`config.mk`:
```
export PLATFORM = sky130hd
export DESIGN_NAME = disk_request_queue_lba28_issuer
export DESIGN_NICKNAME = d
export VERILOG_FILES = /design/src/rtl/drq_pkg.sv /design/src/rtl/drq_front.sv /design/src/rtl/drq_cmd_fifo.sv /design/src/rtl/drq_back.sv /design/src/rtl/disk_request_queue_lba28_issuer.sv
export VERILOG_INCLUDE_DIRS = /design/src /design/src/rtl
export SDC_FILE = /design/constraint.sdc
export NUM_CORES = 1
export LEC_CHECK = 0
export ABC_AREA = 1
export BUFFER_PORTS_ARGS = -buffer_cell sky130_fd_sc_hd__buf_2
export CAP_MARGIN = 20
export CORE_MARGIN = 5
export CORE_UTILIZATION = 45
export CTS_CLUSTER_DIAMETER = 50
export DETAILED_ROUTE_END_ITERATION = 6
export PLACE_DENSITY_LB_ADDON = 0.3
export SYNTH_ARGS = -nofsm -noshare
export SYNTH_HDL_FRONTEND = slang
export SYNTH_SLANG_ARGS = --single-unit
```
`constraint.sdc`:
```
create_clock -name clk -period 6.2 [get_ports clk]
set_input_delay 1.24 -clock clk [delete_from_list [all_inputs] [get_ports clk]]
set_output_delay 1.24 -clock clk [all_outputs]
set_load 0.02 [all_outputs]
```
`src/rtl/disk_request_queue_lba28_issuer_macros.svh`:
```
// Assertion macros shared by the disk request queue design.
`ifndef DISK_REQUEST_QUEUE_LBA28_ISSUER_MACROS_SVH
`define DISK_REQUEST_QUEUE_LBA28_ISSUER_MACROS_SVH
`ifndef ASSERT_OFF
`define DRQ_ASSERT(label, prop, msg) \
  label: assert property (@(posedge clk) disable iff (rst) prop) else $error(msg);
`define DRQ_ASSERT_ALWAYS(label, prop, msg) \
  label: assert property (@(posedge clk) prop) else $error(msg);
`else
`define DRQ_ASSERT(label, prop, msg)
`define DRQ_ASSERT_ALWAYS(label, prop, msg)
`endif
`endif

```
`src/rtl/drq_pkg.sv`:
```
// Types and constants of the disk request queue.
package drq_pkg;

  typedef struct packed {
    logic        is_read;
    logic [26:0] block_number;
    logic [7:0]  buffer_tag;
  } req_entry_t;

  localparam logic [1:0] OP_ISSUE  = 2'd0;
  localparam logic [1:0] OP_RETIRE = 2'd1;
  localparam logic [1:0] OP_REJECT = 2'd2;

  typedef struct packed {
    logic [1:0] op;
    req_entry_t cur;
    logic       nxt_valid;
    req_entry_t nxt;
  } cmd_t;

  typedef struct packed {
    logic       drive_select;
    logic [7:0] read_opcode;
    logic [7:0] write_opcode;
  } cfg_t;

  typedef struct packed {
    logic busy;
    logic empty;
    logic full;
  } front_stat_t;

  localparam logic REQ_SUBMIT    = 1'b0;
  localparam logic REQ_INTERRUPT = 1'b1;

  localparam logic [1:0] REG_DRIVE_SELECT = 2'd0;
  localparam logic [1:0] REG_READ_OPCODE  = 2'd1;
  localparam logic [1:0] REG_WRITE_OPCODE = 2'd2;

  localparam logic [7:0] READ_OPCODE_RESET  = 8'h20;
  localparam logic [7:0] WRITE_OPCODE_RESET = 8'h30;

  localparam logic [2:0] KIND_PORT   = 3'd0;
  localparam logic [2:0] KIND_PUSH   = 3'd1;
  localparam logic [2:0] KIND_PULL   = 3'd2;
  localparam logic [2:0] KIND_DONE   = 3'd3;
  localparam logic [2:0] KIND_REJECT = 3'd4;

  localparam logic [2:0] PW_CTRL  = 3'd0;
  localparam logic [2:0] PW_COUNT = 3'd1;
  localparam logic [2:0] PW_LBA0  = 3'd2;
  localparam logic [2:0] PW_LBA1  = 3'd3;
  localparam logic [2:0] PW_LBA2  = 3'd4;
  localparam logic [2:0] PW_DEV   = 3'd5;
  localparam logic [2:0] PW_CMD   = 3'd6;

  localparam logic [9:0] PORT_CTRL    = 10'h3F6;
  localparam logic [9:0] PORT_SECCNT  = 10'h1F2;
  localparam logic [9:0] PORT_LBA0    = 10'h1F3;
  localparam logic [9:0] PORT_LBA1    = 10'h1F4;
  localparam logic [9:0] PORT_LBA2    = 10'h1F5;
  localparam logic [9:0] PORT_DEVSEL  = 10'h1F6;
  localparam logic [9:0] PORT_COMMAND = 10'h1F7;

  localparam logic [7:0] DEV_LBA_BASE = 8'hE0;
  localparam logic [7:0] LBA_TOP_MASK = 8'h0F;

endpackage

```
`src/rtl/drq_front.sv`:
```
// Front end: accepts items, keeps the request queue and the drive state, and issues commands.
module drq_front import drq_pkg::*; #(
  parameter int QUEUE_DEPTH = 16
) (
  input  logic        clk,
  input  logic        rst,
  input  logic        in_valid,
  output logic        in_ready,
  input  logic        req_type,
  input  logic        is_read,
  input  logic [26:0] block_number,
  input  logic [7:0]  buffer_tag,
  output logic        cmd_push,
  output cmd_t        cmd_data,
  input  logic        cmd_room,
  output front_stat_t stat
);

  localparam int AW = $clog2(QUEUE_DEPTH);
  localparam int CW = $clog2(QUEUE_DEPTH + 1);
  localparam logic ST_ACCEPT = 1'b0;
  localparam logic ST_FETCH  = 1'b1;

  req_entry_t      mem [QUEUE_DEPTH];
  req_entry_t      rd_data;
  req_entry_t      cur;
  req_entry_t      in_entry;
  logic            state;
  logic [AW-1:0]   oldest;
  logic [AW-1:0]   newest;
  logic [AW-1:0]   oldest_inc;
  logic [AW-1:0]   newest_inc;
  logic [CW-1:0]   count;
  logic            busy;
  logic            accept;
  logic            full;
  logic            wr_en;
  logic            rd_en;

  assign in_entry   = '{is_read: is_read, block_number: block_number, buffer_tag: buffer_tag};
  assign full       = (count == CW'(QUEUE_DEPTH));
  assign in_ready   = (state == ST_ACCEPT) && cmd_room;
  assign accept     = in_valid && in_ready;
  assign oldest_inc = (oldest == AW'(QUEUE_DEPTH - 1)) ? '0 : oldest + AW'(1);
  assign newest_inc = (newest == AW'(QUEUE_DEPTH - 1)) ? '0 : newest + AW'(1);
  assign wr_en      = accept && (req_type == REQ_SUBMIT) && !full;
  assign rd_en      = accept && (req_type == REQ_INTERRUPT) && busy && (count != '0);

  assign stat = '{busy: busy, empty: (count == '0), full: full};

  always_ff @(posedge clk) begin
    if (wr_en) begin
      mem[newest] <= in_entry;
    end
    if (rd_en) begin
      rd_data <= mem[oldest_inc];
    end
  end

  always_comb begin
    cmd_push = 1'b0;
    cmd_data = '{op: OP_ISSUE, cur: in_entry, nxt_valid: 1'b0, nxt: rd_data};
    if (state == ST_FETCH) begin
      cmd_push = 1'b1;
      cmd_data = '{op: OP_RETIRE, cur: cur, nxt_valid: (count != '0), nxt: rd_data};
    end else if (accept && (req_type == REQ_SUBMIT)) begin
      if (full) begin
        cmd_push    = 1'b1;
        cmd_data.op = OP_REJECT;
      end else if (!busy) begin
        cmd_push = 1'b1;
      end
    end
  end

  always_ff @(posedge clk) begin
    if (rst) begin
      state  <= ST_ACCEPT;
      oldest <= '0;
      newest <= '0;
      count  <= '0;
      busy   <= 1'b0;
    end else if (state == ST_FETCH) begin
      state <= ST_ACCEPT;
      busy  <= (count != '0);
      if (count != '0) begin
        cur <= rd_data;
      end
    end else if (accept) begin
      if (req_type == REQ_SUBMIT) begin
        if (!full) begin
          newest <= newest_inc;
          count  <= count + CW'(1);
          if (!busy) begin
            busy <= 1'b1;
            cur  <= in_entry;
          end
        end
      end else if (rd_en) begin
        state  <= ST_FETCH;
        oldest <= oldest_inc;
        count  <= count - CW'(1);
        busy   <= 1'b0;
      end else begin
        busy <= 1'b0;
      end
    end
  end

endmodule

```
`src/rtl/drq_cmd_fifo.sv`:
```
// Two-entry command queue between the front end and the result sequencer.
module drq_cmd_fifo import drq_pkg::*; (
  input  logic clk,
  input  logic rst,
  input  logic push,
  input  cmd_t push_data,
  output logic room,
  input  logic pop,
  output logic avail,
  output cmd_t pop_data
);

  cmd_t       slot [2];
  logic       wr_ptr;
  logic       rd_ptr;
  logic [1:0] cnt;
  logic       do_push;
  logic       do_pop;

  assign room     = (cnt != 2'd2);
  assign avail    = (cnt != 2'd0);
  assign pop_data = slot[rd_ptr];
  assign do_push  = push && room;
  assign do_pop   = pop && avail;

  always_ff @(posedge clk) begin
    if (do_push) begin
      slot[wr_ptr] <= push_data;
    end
  end

  always_ff @(posedge clk) begin
    if (rst) begin
      wr_ptr <= 1'b0;
      rd_ptr <= 1'b0;
      cnt    <= 2'd0;
    end else begin
      if (do_push) begin
        wr_ptr <= ~wr_ptr;
      end
      if (do_pop) begin
        rd_ptr <= ~rd_ptr;
      end
      if (do_push && !do_pop) begin
        cnt <= cnt + 2'd1;
      end else if (do_pop && !do_push) begin
        cnt <= cnt - 2'd1;
      end
    end
  end

endmodule

```
`src/rtl/drq_back.sv`:
```
// Result sequencer: turns commands into port writes, data requests, completion and reject results.
module drq_back import drq_pkg::*; #(
  parameter int SECTORS_PER_BLOCK = 2
) (
  input  logic       clk,
  input  logic       rst,
  input  logic       cmd_avail,
  input  cmd_t       cmd_data,
  output logic       cmd_pop,
  input  cfg_t       cfg,
  output logic       out_valid,
  input  logic       out_ready,
  output logic [2:0] result_kind,
  output logic [9:0] port_address,
  output logic [7:0] port_value,
  output logic [7:0] result_tag,
  output logic       last_result
);

  localparam logic [2:0] ST_IDLE   = 3'd0;
  localparam logic [2:0] ST_REJECT = 3'd1;
  localparam logic [2:0] ST_PULL   = 3'd2;
  localparam logic [2:0] ST_DONE   = 3'd3;
  localparam logic [2:0] ST_PORT   = 3'd4;
  localparam logic [2:0] ST_PUSH   = 3'd5;

  logic [2:0] state;
  logic [2:0] state_next;
  logic [2:0] port_idx;
  logic [2:0] port_idx_next;
  req_entry_t cur;
  req_entry_t nxt;
  logic       nxt_valid;
  req_entry_t ent;
  req_entry_t ent_next;
  logic       adv;
  logic       emit;
  logic [27:0] lba;
  logic [9:0] pw_addr;
  logic [7:0] pw_val;
  logic [2:0] e_kind;
  logic [9:0] e_addr;
  logic [7:0] e_val;
  logic [7:0] e_tag;
  logic       e_last;

  assign adv     = !out_valid || out_ready;
  assign emit    = (state != ST_IDLE) && adv;
  assign cmd_pop = (state == ST_IDLE) && cmd_avail;
  assign lba     = 28'(32'(ent.block_number) * 32'(SECTORS_PER_BLOCK));

  always_comb begin
    case (port_idx)
      PW_CTRL: begin
        pw_addr = PORT_CTRL;
        pw_val  = 8'h00;
      end
      PW_COUNT: begin
        pw_addr = PORT_SECCNT;
        pw_val  = 8'(SECTORS_PER_BLOCK);
      end
      PW_LBA0: begin
        pw_addr = PORT_LBA0;
        pw_val  = lba[7:0];
      end
      PW_LBA1: begin
        pw_addr = PORT_LBA1;
        pw_val  = lba[15:8];
      end
      PW_LBA2: begin
        pw_addr = PORT_LBA2;
        pw_val  = lba[23:16];
      end
      PW_DEV: begin
        pw_addr = PORT_DEVSEL;
        pw_val  = DEV_LBA_BASE | {3'b000, cfg.drive_select, 4'h0}
                  | ({4'h0, lba[27:24]} & LBA_TOP_MASK);
      end
      PW_CMD: begin
        pw_addr = PORT_COMMAND;
        pw_val  = ent.is_read ? cfg.read_opcode : cfg.write_opcode;
      end
      default: begin
        pw_addr = '0;
        pw_val  = '0;
      end
    endcase
  end

  always_comb begin
    e_kind        = KIND_PORT;
    e_addr        = '0;
    e_val         = '0;
    e_tag         = '0;
    e_last        = 1'b0;
    state_next    = state;
    port_idx_next = port_idx;
    ent_next      = ent;
    case (state)
      ST_IDLE: begin
        if (cmd_avail) begin
          ent_next      = cmd_data.cur;
          port_idx_next = PW_CTRL;
          case (cmd_data.op)
            OP_ISSUE:  state_next = ST_PORT;
            OP_RETIRE: state_next = cmd_data.cur.is_read ? ST_PULL : ST_DONE;
            OP_REJECT: state_next = ST_REJECT;
            default:   state_next = ST_IDLE;
          endcase
        end
      end
      ST_REJECT: begin
        e_kind = KIND_REJECT;
        e_tag  = cur.buffer_tag;
        e_last = 1'b1;
        if (adv) begin
          state_next = ST_IDLE;
        end
      end
      ST_PULL: begin
        e_kind = KIND_PULL;
        e_tag  = cur.buffer_tag;
        if (adv) begin
          state_next = ST_DONE;
        end
      end
      ST_DONE: begin
        e_kind = KIND_DONE;
        e_tag  = cur.buffer_tag;
        e_last = !nxt_valid;
        if (adv) begin
          if (nxt_valid) begin
            ent_next      = nxt;
            port_idx_next = PW_CTRL;
            state_next    = ST_PORT;
          end else begin
            state_next = ST_IDLE;
          end
        end
      end
      ST_PORT: begin
        e_addr = pw_addr;
        e_val  = pw_val;
        e_last = (port_idx == PW_CMD) && ent.is_read;
        if (adv) begin
          if (port_idx == PW_CMD) begin
            state_next = ent.is_read ? ST_IDLE : ST_PUSH;
          end else begin
            port_idx_next = port_idx + 3'd1;
          end
        end
      end
      ST_PUSH: begin
        e_kind = KIND_PUSH;
        e_tag  = ent.buffer_tag;
        e_last = 1'b1;
        if (adv) begin
          state_next = ST_IDLE;
        end
      end
      default: begin
        state_next = ST_IDLE;
      end
    endcase
  end

  always_ff @(posedge clk) begin
    ent <= ent_next;
    if (cmd_pop) begin
      cur       <= cmd_data.cur;
      nxt       <= cmd_data.nxt;
      nxt_valid <= cmd_data.nxt_valid;
    end
    if (emit) begin
      result_kind  <= e_kind;
      port_address <= e_addr;
      port_value   <= e_val;
      result_tag   <= e_tag;
      last_result  <= e_last;
    end
  end

  always_ff @(posedge clk) begin
    if (rst) begin
      state     <= ST_IDLE;
      port_idx  <= PW_CTRL;
      out_valid <= 1'b0;
    end else begin
      state    <= state_next;
      port_idx <= port_idx_next;
      if (emit) begin
        out_valid <= 1'b1;
      end else if (out_ready) begin
        out_valid <= 1'b0;
      end
    end
  end

endmodule

```
`src/rtl/disk_request_queue_lba28_issuer.sv`:
```
// Top level of the disk request queue with ATA LBA28 command issue.
// Submit requests wait in a first-in, first-out queue of QUEUE_DEPTH entries; when the drive
// is idle the oldest one is issued as seven ATA register writes (control, sector count, three
// LBA bytes, device select, command), followed by a push-data result for a write. A completion
// interrupt while the drive is busy gives a pull-data result for a read, a done result, and the
// issue of the next queued request. Results leave one per cycle through an output register while
// out_ready is high, and an item that issues a command gives at most ten results; an interrupt
// also passes a fetch state in the front end for the queue memory read of the next request.
// The front end keeps accepting items while earlier results drain, until its two-entry command
// queue is full; a submit to a full request queue is answered by one rejected result, and an
// interrupt while idle gives no result. The queue memory needs no clearing after reset.
`include "disk_request_queue_lba28_issuer_macros.svh"
module disk_request_queue_lba28_issuer import drq_pkg::*; #(
  parameter int QUEUE_DEPTH       = 16,
  parameter int SECTORS_PER_BLOCK = 2
) (
  input  logic        clk,
  input  logic        rst,
  input  logic        cfg_valid,
  output logic        cfg_ready,
  input  logic [1:0]  cfg_index,
  input  logic [7:0]  cfg_data,
  input  logic        in_valid,
  output logic        in_ready,
  input  logic        req_type,
  input  logic        is_read,
  input  logic [26:0] block_number,
  input  logic [7:0]  buffer_tag,
  output logic        out_valid,
  input  logic        out_ready,
  output logic [2:0]  result_kind,
  output logic [9:0]  port_address,
  output logic [7:0]  port_value,
  output logic [7:0]  result_tag,
  output logic        last_result
);

  cfg_t        cfg;
  cmd_t        cmd_in;
  cmd_t        cmd_out;
  logic        cmd_push;
  logic        cmd_room;
  logic        cmd_avail;
  logic        cmd_pop;
  front_stat_t fstat;

  assign cfg_ready = 1'b1;

  always_ff @(posedge clk) begin
    if (rst) begin
      cfg.drive_select <= 1'b0;
      cfg.read_opcode  <= READ_OPCODE_RESET;
      cfg.write_opcode <= WRITE_OPCODE_RESET;
    end else if (cfg_valid && cfg_ready) begin
      case (cfg_index)
        REG_DRIVE_SELECT: cfg.drive_select <= cfg_data[0];
        REG_READ_OPCODE:  cfg.read_opcode  <= cfg_data;
        REG_WRITE_OPCODE: cfg.write_opcode <= cfg_data;
        default: ;
      endcase
    end
  end

  drq_front #(
    .QUEUE_DEPTH(QUEUE_DEPTH)
  ) u_front (
    .clk          (clk),
    .rst          (rst),
    .in_valid     (in_valid),
    .in_ready     (in_ready),
    .req_type     (req_type),
    .is_read      (is_read),
    .block_number (block_number),
    .buffer_tag   (buffer_tag),
    .cmd_push     (cmd_push),
    .cmd_data     (cmd_in),
    .cmd_room     (cmd_room),
    .stat         (fstat)
  );

  drq_cmd_fifo u_cmd_fifo (
    .clk       (clk),
    .rst       (rst),
    .push      (cmd_push),
    .push_data (cmd_in),
    .room      (cmd_room),
    .pop       (cmd_pop),
    .avail     (cmd_avail),
    .pop_data  (cmd_out)
  );

  drq_back #(
    .SECTORS_PER_BLOCK(SECTORS_PER_BLOCK)
  ) u_back (
    .clk          (clk),
    .rst          (rst),
    .cmd_avail    (cmd_avail),
    .cmd_data     (cmd_out),
    .cmd_pop      (cmd_pop),
    .cfg          (cfg),
    .out_valid    (out_valid),
    .out_ready    (out_ready),
    .result_kind  (result_kind),
    .port_address (port_address),
    .port_value   (port_value),
    .result_tag   (result_tag),
    .last_result  (last_result)
  );

  `DRQ_ASSERT(a_busy_has_entry, fstat.busy |-> !fstat.empty, "Drive busy with an empty queue.")
  `DRQ_ASSERT(a_reject_keeps_full, (in_valid && in_ready && (req_type == REQ_SUBMIT) && fstat.full) |=> fstat.full, "Rejected submit changed the queue fill.")
  `DRQ_ASSERT(a_cmd_no_overflow, cmd_push |-> cmd_room, "Command pushed into a full command queue.")
  `DRQ_ASSERT(a_port_write_untagged, (out_valid && (result_kind == KIND_PORT)) |-> (result_tag == 8'h00), "Port write carries a buffer tag.")
  `DRQ_ASSERT_ALWAYS(a_reset_clears_output, rst |=> !out_valid, "Result valid after reset.")

endmodule
```
==> results_dict.tcl <==
set metrics [dict create \
    finClkSkew_ps 28.8 \
    cts.clk_slew.worst_paths_ps 60 \
    switchingPower_mw 4.26 \
    avgSynthCellArea_sq_um 11.5 \
    r2r-end "u_front.rd_data[25]$_DFFE_PP_" \
    relSlewSlack_pct 30.4 \
    critical_path_class "reg2reg" \
    r2r_start "u_front.oldest[0]$_SDFFE_PP0P_" \
    final_layout_size_suffix_gt1_share_pct 9.35 \
    slowest_stage "nand2_8" \
    maxSlewViolCount 0 \
    p_int_mw 12.1 \
    avgViaCountPerCell 5.31 \
    fmax_mhz 262 \
    hp-start "u_cmd_fifo.rd_ptr$_SDFFE_PP0P_" \
    synth_cell_types 39 \
    die_w_um 305 \
    layout_min_cycle_time_ps 3820 \
    cpMostUsedCell "nand3_1" \
    synth-edff-count 904 \
    start_kind "flip-flop" \
    cts_resized 0 \
    dp_slack_ps 2100 \
    grt_max_degree 157 \
    leakage_nw 16.6 \
    coreArea_sq_um 86500 \
    place_area_sq_um 40800 \
    yosysSeqAreaShare_pct 71.7 \
    p_seq_share_pct 49.2 \
    clkPwrFrac_pct 38.5 \
    finalPower_mw 16.4 \
    finalCritPeriodShare_pct 61.6 \
    post-route-worst-setup-slack_ps 2380 \
    cts-root-buf "clkbuf_16" \
    ys_warn_count 0 \
    grt_setup_unrepaired "no" \
    cp_slowest_stage_delay_ps 930 \
    grt_pass1_wl_um 142000 \
    setup_viol 0 \
    drc 0 \
    io_pins 85 \
    arrival_ps 4210 \
    max_slew.worst_pin.slew_ps 1040 \
    final_area_sq_um 44400 \
    hold_viol_final 0 \
    ir_drop_mv 0.302 \
    dr.pass1.iters 5 \
    hold_buffers 0 \
    cts_tree "yes" \
    synth_nets 3454 \
    p_comb_share_pct 12.3 \
    finalNetCount 3497 \
    cts_made_buffers 108 \
    wl_per_cell_um 19.7 \
    gp_congestion 0.846 \
    fin_setup_tns_ps 0 \
    power_density_nw_per_um2 369 \
    critPathCaptureType "flip-flop" \
    worstSkewPairLatency_ps 650 \
    path_max_fanout 137 \
    h-tree-depth 3 \
    swShare_pct 26.0 \
    cts_buffer_depth 3 \
    crit_chain "ha_4, nand3_4, nand2_8, buf_4, nand2_1, nand3_1, nand3_1, nand3_1, nand2_1" \
    rows 108 \
    reg2reg_depth 9 \
    cap_viol_max_count 0 \
    synth-main-ff-cell "edfxtp_1" \
    antenna_found_initial 2 \
    die_area_sq_um 92900 \
    start_util_pct 45.2 \
    wirelength_um 92100 \
    detail-route-antenna-nets 0 \
    die_y_um 305 \
    vias 24829 \
    port_buffers 82 \
    outcome "complete, no violations" \
    dpl.hpwl_um 53400 \
    hp-class "reg2reg" \
    drt_iter0_drc 2454 \
    syn-cell-area_sq_um 39100 \
    synthCells 3387 \
    globalRouteOverflowTotal 0 \
    area_growth_pct 13.6 \
    cts_sinks 948 \
    async_flop_share_pct 0 \
    holdPathStages 1 \
    track_usage_pct 19.4 \
    synth-seq-cells 948 \
    required_ps 6590 \
    grt_pass1_vias 23921 \
    cts_setup_buffers 0 \
    r2r_slack_ps 2380 \
]
[cell usage after synthesis, types with 2 or more instances]
master    number  area (sq um)
dfxtp_1       44           881
nor2_4         2          22.5
xor2_1         2          17.5
clkbuf_1      72           270
inv_1        247           927
clkinv_1       2          7.51
nand2_1      958          3600
nor3_1         5          25.0
a221oi_1       2          17.5
buf_4         23           173
conb_1         2          7.51
nand3_1      594          2970
buf_2         65           325
inv_2          5          18.8
o21ai_0       45           225
ha_1          14           175
o21ai_1        4          20.0
nor4_1         2          12.5
a31oi_1       42           263
a21oi_1       33           165
nor2_1       131           492
buf_1         31           116
nand3b_1     142          1070
edfxtp_1     904         27100
xnor2_1        2          17.5
[metal layers]
metal / wire length, um / global-route usage (%) / vias to the layer above
met4: 2470 / 5.92 / 0
met1: 39700 / 27.8 / 12052
met2: 42900 / 30.8 / 830
met5: 0 / 0 / -
met3: 7080 / 3.44 / 142
li1: - / - / 11805
[worst max-delay path: cells and delay by family, from the launching register on]
family / cells / cell delay [ps]
AND/OR/NAND/NOR: 7 / 2080
buffers and inverters: 1 / 620
flip-flops: 1 / 500
adder cells (fa/ha/maj): 1 / 210
[power groups by stage]
stage / clock, mW / sequential (mW) / combinational, mW
2_1_floorplan: 0 / 8.21 / 1.25
3_3_place_gp: 0 / 8.18 / 2.00
3_5_place_dp: 0 / 8.19 / 2.03
4_1_cts: 6.40 / 8.06 / 2.04
5_1_grt: 6.70 / 8.11 / 2.25
6_report: 6.30 / 8.05 / 2.02
[cell families after synthesis]
group           after synthesis  synth area share, %
fa+ha+maj                    15                0.499
xor+xnor                      4               0.0896
buf+inv                     447                 4.75
flops                       948                 71.7
compound gates              131                 1.87
other cells                   2               0.0192
simple gates               1840                 21.1
[flip-flops by register name, indices dropped and copies added, names as in the netlist, 4 cells and up, named ones only]
| register | count |
|---|---|
| u_back.port_address | 5 |
| u_front.oldest | 4 |
| u_cmd_fifo.slot | 150 |
| u_front.cur | 36 |
| cfg | 17 |
| u_front.count | 5 |
| u_front.rd_data | 36 |
| u_front.mem | 576 |
| u_back.cur | 8 |
| u_front.newest | 4 |
| u_back.port_value | 8 |
| u_back.result_tag | 8 |
| u_back.nxt | 36 |
| u_back.ent | 36 |
[cells in the final DEF, fill, tap and decap left out, drive strengths merged]
cell / instances
a21oi: 33
a221oi: 2
a31oi: 42
a41oi: 1
buf: 125
bufinv: 12
clkbuf: 133
clkinv: 45
clkinvlp: 5
conb: 2
dfxtp: 44
diode: 1
edfxtp: 904
fa: 1
ha: 14
inv: 259
nand2: 959
nand3: 595
nand3b: 142
nand4: 1
nor2: 134
nor3: 6
nor4: 2
o211ai: 1
o21a: 1
o21ai: 49
o21bai: 1
o31ai: 1
or2: 1
xnor2: 2
xor2: 2
[worst max path at each step]
stage | start | end | cells past startpoint
finish | u_front.oldest[0]$_SDFFE_PP0P_ | u_front.rd_data[25]$_DFFE_PP_ | 9
global route | u_front.oldest[0]$_SDFFE_PP0P_ | u_front.rd_data[25]$_DFFE_PP_ | 9
CTS | u_front.oldest[0]$_SDFFE_PP0P_ | u_front.rd_data[20]$_DFFE_PP_ | 9
detailed placement | req_type | u_front.mem[10][24]$_DFFE_PP_ | 7
global placement | req_type | u_front.mem[13][28]$_DFFE_PP_ | 6
floorplan | req_type | u_cmd_fifo.slot[1][0]$_DFFE_PP_ | 5
[metrics by stage]
step,hold WS (ps),utilization (%),std cells
after floorplan,424,-,3387
after global placement,431,46.9,4463
after detailed placement,438,47.2,4473
after CTS,455,51.3,4672
after global routing,475,51.3,4674
final,453,51.3,4675
[layout make-up]
cell class	instances	area, sq um
fill	7409	42100
antenna	1	2.50
inverter	255	970
multi-input combinational	1992	9410
clock buffer	133	2850
sequential	948	28000
tap	1155	1450
clock inverter	66	719
timing repair buffer	125	973
(Power assumes the default switching activity.)
